[config.mk]
export PLATFORM = sky130hd
export DESIGN_NAME = mbrot_front
export DESIGN_NICKNAME = d
export VERILOG_FILES = /design/src/hw/rtl/mbrot_pkg.sv /design/src/hw/rtl/mbrot_front.sv
export SDC_FILE = /design/constraint.sdc
export NUM_CORES = 1
export LEC_CHECK = 0
export ABC_AREA = 0
export BUFFER_PORTS_ARGS = -buffer_cell sky130_fd_sc_hd__buf_4
export CAP_MARGIN = 10
export CORE_UTILIZATION = 40
export CTS_BUF_LIST = sky130_fd_sc_hd__clkbuf_4
export DETAILED_ROUTE_END_ITERATION = 6
export PLACE_DENSITY = 0.68
export SLEW_MARGIN = 15
export SYNTH_ARGS = -nofsm -noshare
export SYNTH_HDL_FRONTEND = slang
export SYNTH_SLANG_ARGS = --single-unit
export TNS_END_PERCENT = 30
[constraint.sdc]
create_clock -name clk -period 7.3 [get_ports clk]
set_input_delay 0.365 -clock clk [delete_from_list [all_inputs] [get_ports clk]]
set_output_delay 0.365 -clock clk [all_outputs]
set_load 0.01 [all_outputs]
[src/hw/rtl/mbrot_pkg.sv]
// Shared types and constants for the multibrot escape-time pixel engine.
`timescale 1ns / 1ps

package mbrot_pkg;

	// Configuration register indexes.
	localparam logic [2:0] REG_POWER    = 3'd0;
	localparam logic [2:0] REG_OFF_RE   = 3'd1;
	localparam logic [2:0] REG_OFF_IM   = 3'd2;
	localparam logic [2:0] REG_INV_ZOOM = 3'd3;
	localparam logic [2:0] REG_MAX_IT   = 3'd4;
	localparam logic [2:0] REG_CACHE_IT = 3'd5;
	localparam logic [2:0] REG_HALF_W   = 3'd6;
	localparam logic [2:0] REG_HALF_H   = 3'd7;

	// Exponent codes.
	localparam logic [1:0] POW_2 = 2'd0;
	localparam logic [1:0] POW_3 = 2'd1;
	localparam logic [1:0] POW_4 = 2'd2;

	// Iteration engine states.
	typedef enum logic [3:0] {
		ST_IDLE,
		ST_MAP_MUL,
		ST_MAP_ADD,
		ST_SQ,
		ST_TEST,
		ST_P1,
		ST_P2,
		ST_P3,
		ST_UPD,
		ST_DONE
	} eng_state_t;

	// Saturate a 66-bit signed value to 32 bits.
	function automatic logic signed [31:0] sat32(input logic signed [65:0] v);
		logic signed [65:0] hi;
		logic signed [65:0] lo;
		begin
			hi = 66'sd2147483647;
			lo = -66'sd2147483648;
			if (v > hi) begin
				sat32 = 32'sh7fffffff;
			end else if (v < lo) begin
				sat32 = 32'sh80000000;
			end else begin
				sat32 = v[31:0];
			end
		end
	endfunction

endpackage

[src/hw/rtl/mbrot_front.sv]
// Front end: accepts pixels, classifies them and forms the job queue entry.
`timescale 1ns / 1ps

module mbrot_front
	import mbrot_pkg::*;
#(
	parameter int COUNT_WIDTH = 16,
	parameter int COORD_WIDTH = 12
) (
	input  logic                          clk,
	input  logic                          arst_n,
	input  logic                          in_valid,
	output logic                          in_stall,
	input  logic [COORD_WIDTH-1:0]        pix_x,
	input  logic [COORD_WIDTH-1:0]        pix_y,
	input  logic                          refine,
	input  logic [COUNT_WIDTH-1:0]        prev_iters,
	input  logic signed [31:0]            prev_zr,
	input  logic signed [31:0]            prev_zi,
	input  logic [COUNT_WIDTH-1:0]        cache_limit,
	output logic                          job_valid,
	input  logic                          job_take,
	output logic [2*COORD_WIDTH+COUNT_WIDTH+65:0] job_data
);

	localparam int JW = 2*COORD_WIDTH + COUNT_WIDTH + 66;

	// Two-entry job queue.
	logic [JW-1:0] mem_q [2];
	logic          wp_q, rp_q;
	logic [1:0]    cnt_q;
	logic          push;
	logic          skip;

	assign in_stall  = (cnt_q == 2'd2);
	assign push      = in_valid && !in_stall;
	assign job_valid = (cnt_q != 2'd0);
	assign skip      = refine && (prev_iters != cache_limit);
	assign job_data  = mem_q[rp_q];

	// Queue write and pointers.
	always_ff @(posedge clk or negedge arst_n) begin
		if (!arst_n) begin
			wp_q  <= 1'b0;
			rp_q  <= 1'b0;
			cnt_q <= 2'd0;
		end else begin
			if (push) wp_q <= ~wp_q;
			if (job_take) rp_q <= ~rp_q;
			cnt_q <= cnt_q + {1'b0, push} - {1'b0, job_take};
		end
	end

	always_ff @(posedge clk) begin
		if (push) begin
			mem_q[wp_q] <= {skip, refine, pix_x, pix_y, prev_iters, prev_zr, prev_zi};
		end
	end

endmodule

* After elaboration in Yosys (flattened, before gate mapping)
Memories as Yosys holds them, arrays and structs flattened.
Cells that the tools add are included.
** Word-level totals
- Bits in registers :: 4
- Latch bits :: 0
- Memory bits (writable) :: 212
- Memory bits (read-only) :: 0
- Bits of input ports :: 125
- Memories kept :: 1
** Cells by class
- Add/sub/neg operators :: 2
- $mul :: 0
- Div/mod/pow operators :: 0
- Magnitude comparators :: 0
- Equality and inequality tests :: 2
- Shift operators :: 0
- Multiplexer cells :: 2
- Bitwise operators :: 2
- Reductions and logical operators :: 4
** Memories
- mem_q :: depth 2, bits a word 106, rd ports 1, clocked after Yosys merged registers in 0, write ports 1, RTL line mbrot_front.sv:29 : logic [JW-1:0] mem_q [2];
** Operators by type and width (number)
- != test 16 bit :: 1
- adder 2 x 1 -> 2 bit :: 1
- equality test 2 bit, second input constant :: 1
- logical AND 1 bit :: 2
- two-way mux 1 bit :: 2
- inverter 1 bit :: 2
- nonzero test 2 bit :: 1
- subtractor 2 x 1 -> 2 bit :: 1
- logical NOT 1 bit :: 1

* Longest topological paths before layout
- Depth after elaboration :: 5
- Gate-level depth with buffers :: 7
- Gate-level depth less buffers :: 7

* Least setup slack after synthesis
No wires, ideal clock.
- Path type :: flip-flop to flip-flop
- Start point :: reg cnt_q[1]
- End point :: mem mem_q[0][0] (netlist bit) (enable)
- Setup time :: 572 ps
- Arrival :: 4999 ps
- Data required time :: 6728 ps
- Slack :: 1730 ps
- Cell stages (with the launch flop) :: 4
- Path buffers :: 0
- Period minus slack after synthesis :: 5570 ps
- Cell sequence :: dfrtp_1 -> nand2b_1 -> nand2_1 -> nor2_1
** On the way
- Word-level cells in the longest chain between the ends :: 5
** RTL lines
- start: declaration :: RTL line mbrot_front.sv:31 : logic [1:0] cnt_q;
- start signal: assignment :: RTL line mbrot_front.sv:50 : cnt_q <= cnt_q + {1'b0, push} - {1'b0, job_take};
- equality test 2 bit :: RTL line mbrot_front.sv:35 : assign in_stall = (cnt_q == 2'd2);
- logical NOT 1 bit :: RTL line mbrot_front.sv:36 : assign push = in_valid && !in_stall;
- logical AND 1 bit :: RTL line mbrot_front.sv:36
- two-way mux 1 bit :: RTL line mbrot_front.sv:55 : if (push) begin
- two-way mux 1 bit (not written as such) :: RTL line mbrot_front.sv:56 : mem_q[wp_q] <= {skip, refine, pix_x, pix_y, prev_iters, prev_zr, prev_zi};
- end: declaration :: RTL line mbrot_front.sv:29
Every way passes these cells.

* Worst setup path after layout
- Start point :: reg rp_q
- End point :: out job_data[35]
** On the way
- Word-level cells in the longest chain between the ends :: 1
** RTL lines
- start: declaration :: RTL line mbrot_front.sv:30 : logic wp_q, rp_q;
- start signal: assignment :: RTL line mbrot_front.sv:49 : if (job_take) rp_q <= ~rp_q;
- memory read (2 x 106 bit)
- end: declaration :: RTL line mbrot_front.sv:23 : output logic [2*COORD_WIDTH+COUNT_WIDTH+65:0] job_data
Every way passes these cells.

==> metrics.md <==
| Metric | Value |
|---|---|
| Final ANT Viol Nets | 0 |
| # IOs | 233 |
| Critical Path Source Type | flip-flop |
| Slew @ Worst Pin | 0.940 ns |
| CTS root buffer | clkbuf_4 |
| Post-Route WL | 17.4 mm |
| Slowest stage cell, crit path | dfrtp_4 |
| Via count | 4,809 |
| Syn Nets | 495 |
| TritonCTS Buffers | 54 |
| Fin Hold WS | 0.124 ns |
| Hold Crit Class | input pin to async pin |
| Setup crit end kind | output port |
| Mean number of vias per cell | 4.54 |
| Starting density of the core | 0.413 |
| Clock-pin slew on the worst setup and hold paths | 0.06 ns |
| Critical path, cell by cell | buf_4 -> mux2_2 -> buf_4 |
| Worst Skew | 0.0362 ns |
| Type of the worst setup path | flip-flop to output port |
| Global-route wire length before repair | 25.8 mm |
| Final setup fails | 0 |
| Setup WS pre-CTS | 4.58 ns |
| Die ar. | 20,900 sq um |
| RSZ-0062 raised after global routing | false |
| Fin nets | 882 |
| Clock buffer depth | 3 |
| Final period util | 0.459 |
| WP data required | 6.93 ns |
| Cell Area, Placed | 10,200 sq um |
| Post-CTS setup buffer count | 0 |
| Dpl cells | 857 |
| H-tree levels | 2 |
| Final non-filler cell total | 1,060 |
| Most common cell on crit path | buf_4 |
| Vias in the first global route | 5,208 |
| Outcome | complete, no violations |
| Gr ovfl total | 0 |
| IO Port Bufs | 232 |
| Distinct cells, synth | 17 |
| Initial antenna violation count | 0 |
| Sequential area share after synthesis | 0.795 |
| DIE HEIGHT | 145 microns |
| Post-DP HPWL | 10.4 mm |
| Power, Total | 4.19 mW |
| Fmax | 299 MHz |
| Leak | 4.65 nW |
| Max-cap violation count | 0 |
| CP max stage delay | 0.89 ns |
| P per Cell Area | 351 nW/um^2 |
| Layout area overhead | 46.7% |
| Peak supply drop | 0.189 mV |
| Setup ws final | 3.95 ns |
| GPL Wtd Cong | 0.706 |
| CTS Sinks | 216 |
| Post-synthesis register bit count | 216 |
| Die Wd | 145 microns |
| Syn avg cell area | 22.1 sq um |
| First-pass DRT Iterations | 4 |
| Post-synthesis cell count | 368 |
| Mapped cell area | 8130 sq um |
| Cell area after layout | 11,900 sq um |
| Worst-Skew Late Latency | 0.63 ns |
| Hold violation count in the final report | 0 |
| TritonCTS clock tree | done |
| Pin count of the biggest net entering global routing | 68 |
| Top delay family on crit path | buffers and inverters |
| Fin util | 0.605 |
| Drt drc | 0 |
| Share of layout cells above drive strength 1 | 0.548 |
| Fill cells | 1,448 |
| Diode count | 0 |
| Final Max Tran Viols | 0 |
| Rel. slew slack | 0.374 |
| CP Max Fanout | 62 |
| First DRT Iteration DRCs | 128 |
| Bufs and invs on worst path | 2 |
| Total track usage | 0.164 |
| YS warnings | 0 |
| Setup_tns | 0 ns |
| WP data arrival | 2.98 ns |
| Post-DR wirelength/cell | 16.4 microns |
| Row count | 51 |
| Crit path time final | 3.35 ns |
| Core area | 19,700 sq um |
| Post-CTS resize count | 0 |
-- per-layer routing --
metal	up-vias	global-route usage	wire length, microns
met5	-	0	0
met4	0	0.0648	305
met3	26	0.0523	1190
met2	192	0.292	9200
met1	2326	0.181	6680
li1	2265	-	-
-- cell families after synthesis --
| kind of cell | after synthesis | synth area share |
|---|---|---|
| flip-flops | 216 | 0.795 |
| AO/OA/AOI/OAI | 1 | 0.00138 |
| AND/OR/NAND/NOR | 9 | 0.00631 |
| multiplexers | 106 | 0.161 |
| buffers and inverters | 14 | 0.0122 |
| adder cells (fa/ha/maj) | 2 | 0.00308 |
| XOR/XNOR | 20 | 0.0215 |
-- layout make-up --
class / count / area, sq um / area share
sequential: 216 / 6470 / 0.542
timing repair buffer: 343 / 2840 / 0.238
multi-input combinational: 138 / 1580 / 0.133
clock buffer: 89 / 668 / 0.0560
tap: 265 / 332 / 0.0278
clock inverter: 7 / 27.5 / 0.00231
inverter: 2 / 7.51 / 0.000629
-- worst paths after layout --
check                                   startpoint                     end  slack [ns]  cells after the start
worst max-delay path              rp_q$_DFFE_PN0P_            job_data[35]        3.95                      3
worst min-delay path                        arst_n        rp_q$_DFFE_PN0P_        0.12                      2
worst max register to register  cnt_q[1]$_DFF_PN0_  mem_q[1][31]$_DFFE_PP_        4.94                      3
worst min register to register  cnt_q[0]$_DFF_PN0_      cnt_q[0]$_DFF_PN0_        0.53                      1
max in group asynchronous                   arst_n        rp_q$_DFFE_PN0P_        7.06                      2
min in group clk                          in_valid        wp_q$_DFFE_PN0P_        0.16                      3
-- report_power, final --
part | internal (mW) | total (mW) | switching, mW
registers | 1.70 | 1.82 | 0.122
clock network | 0.545 | 0.990 | 0.445
logic | 0.755 | 1.38 | 0.627
-- synth_stat cells --
| cell | number | area, sq um |
|---|---|---|
| edfxtp_1 | 212 | 6370 |
| mux2_4 | 30 | 450 |
| nor2_1 | 1 | 3.75 |
| dfrtp_1 | 4 | 100 |
| xor2_1 | 1 | 8.76 |
| o41a_1 | 1 | 11.3 |
| inv_1 | 2 | 7.51 |
| xnor2_1 | 19 | 166 |
| nand4_1 | 4 | 25.0 |
| and3_1 | 1 | 6.26 |
| nand2_1 | 1 | 3.75 |
| or2_2 | 1 | 6.26 |
| nand2b_1 | 1 | 6.26 |
| ha_1 | 2 | 25.0 |
| buf_2 | 7 | 35.0 |
| buf_6 | 5 | 56.3 |
| mux2_2 | 76 | 856 |
-- state kept, by name (all words and copies together), names as in the netlist --
register  cells
mem_q       212
cnt_q         2
rp_q          1
wp_q          1
-- what timing repair did --
item	CTS	global route
hold buffers	107	0
hold endpoints to repair	215	0
endpoints found under the setup margin	0	0
-- layout by cell type (no fill, tap or decap), types with 2 or more instances in the layout --
master	netlist	layout
buf_4	0	236
clkbuf_4	0	89
clkinv_1	0	6
dfrtp_1	4	3
dlygate4sd3_1	0	107
edfxtp_1	212	212
ha_1	2	2
inv_1	2	2
mux2_2	76	76
mux2_4	30	30
nand4_1	4	4
xnor2_1	19	19
Note: power is estimated with default switching activity, not from simulation.
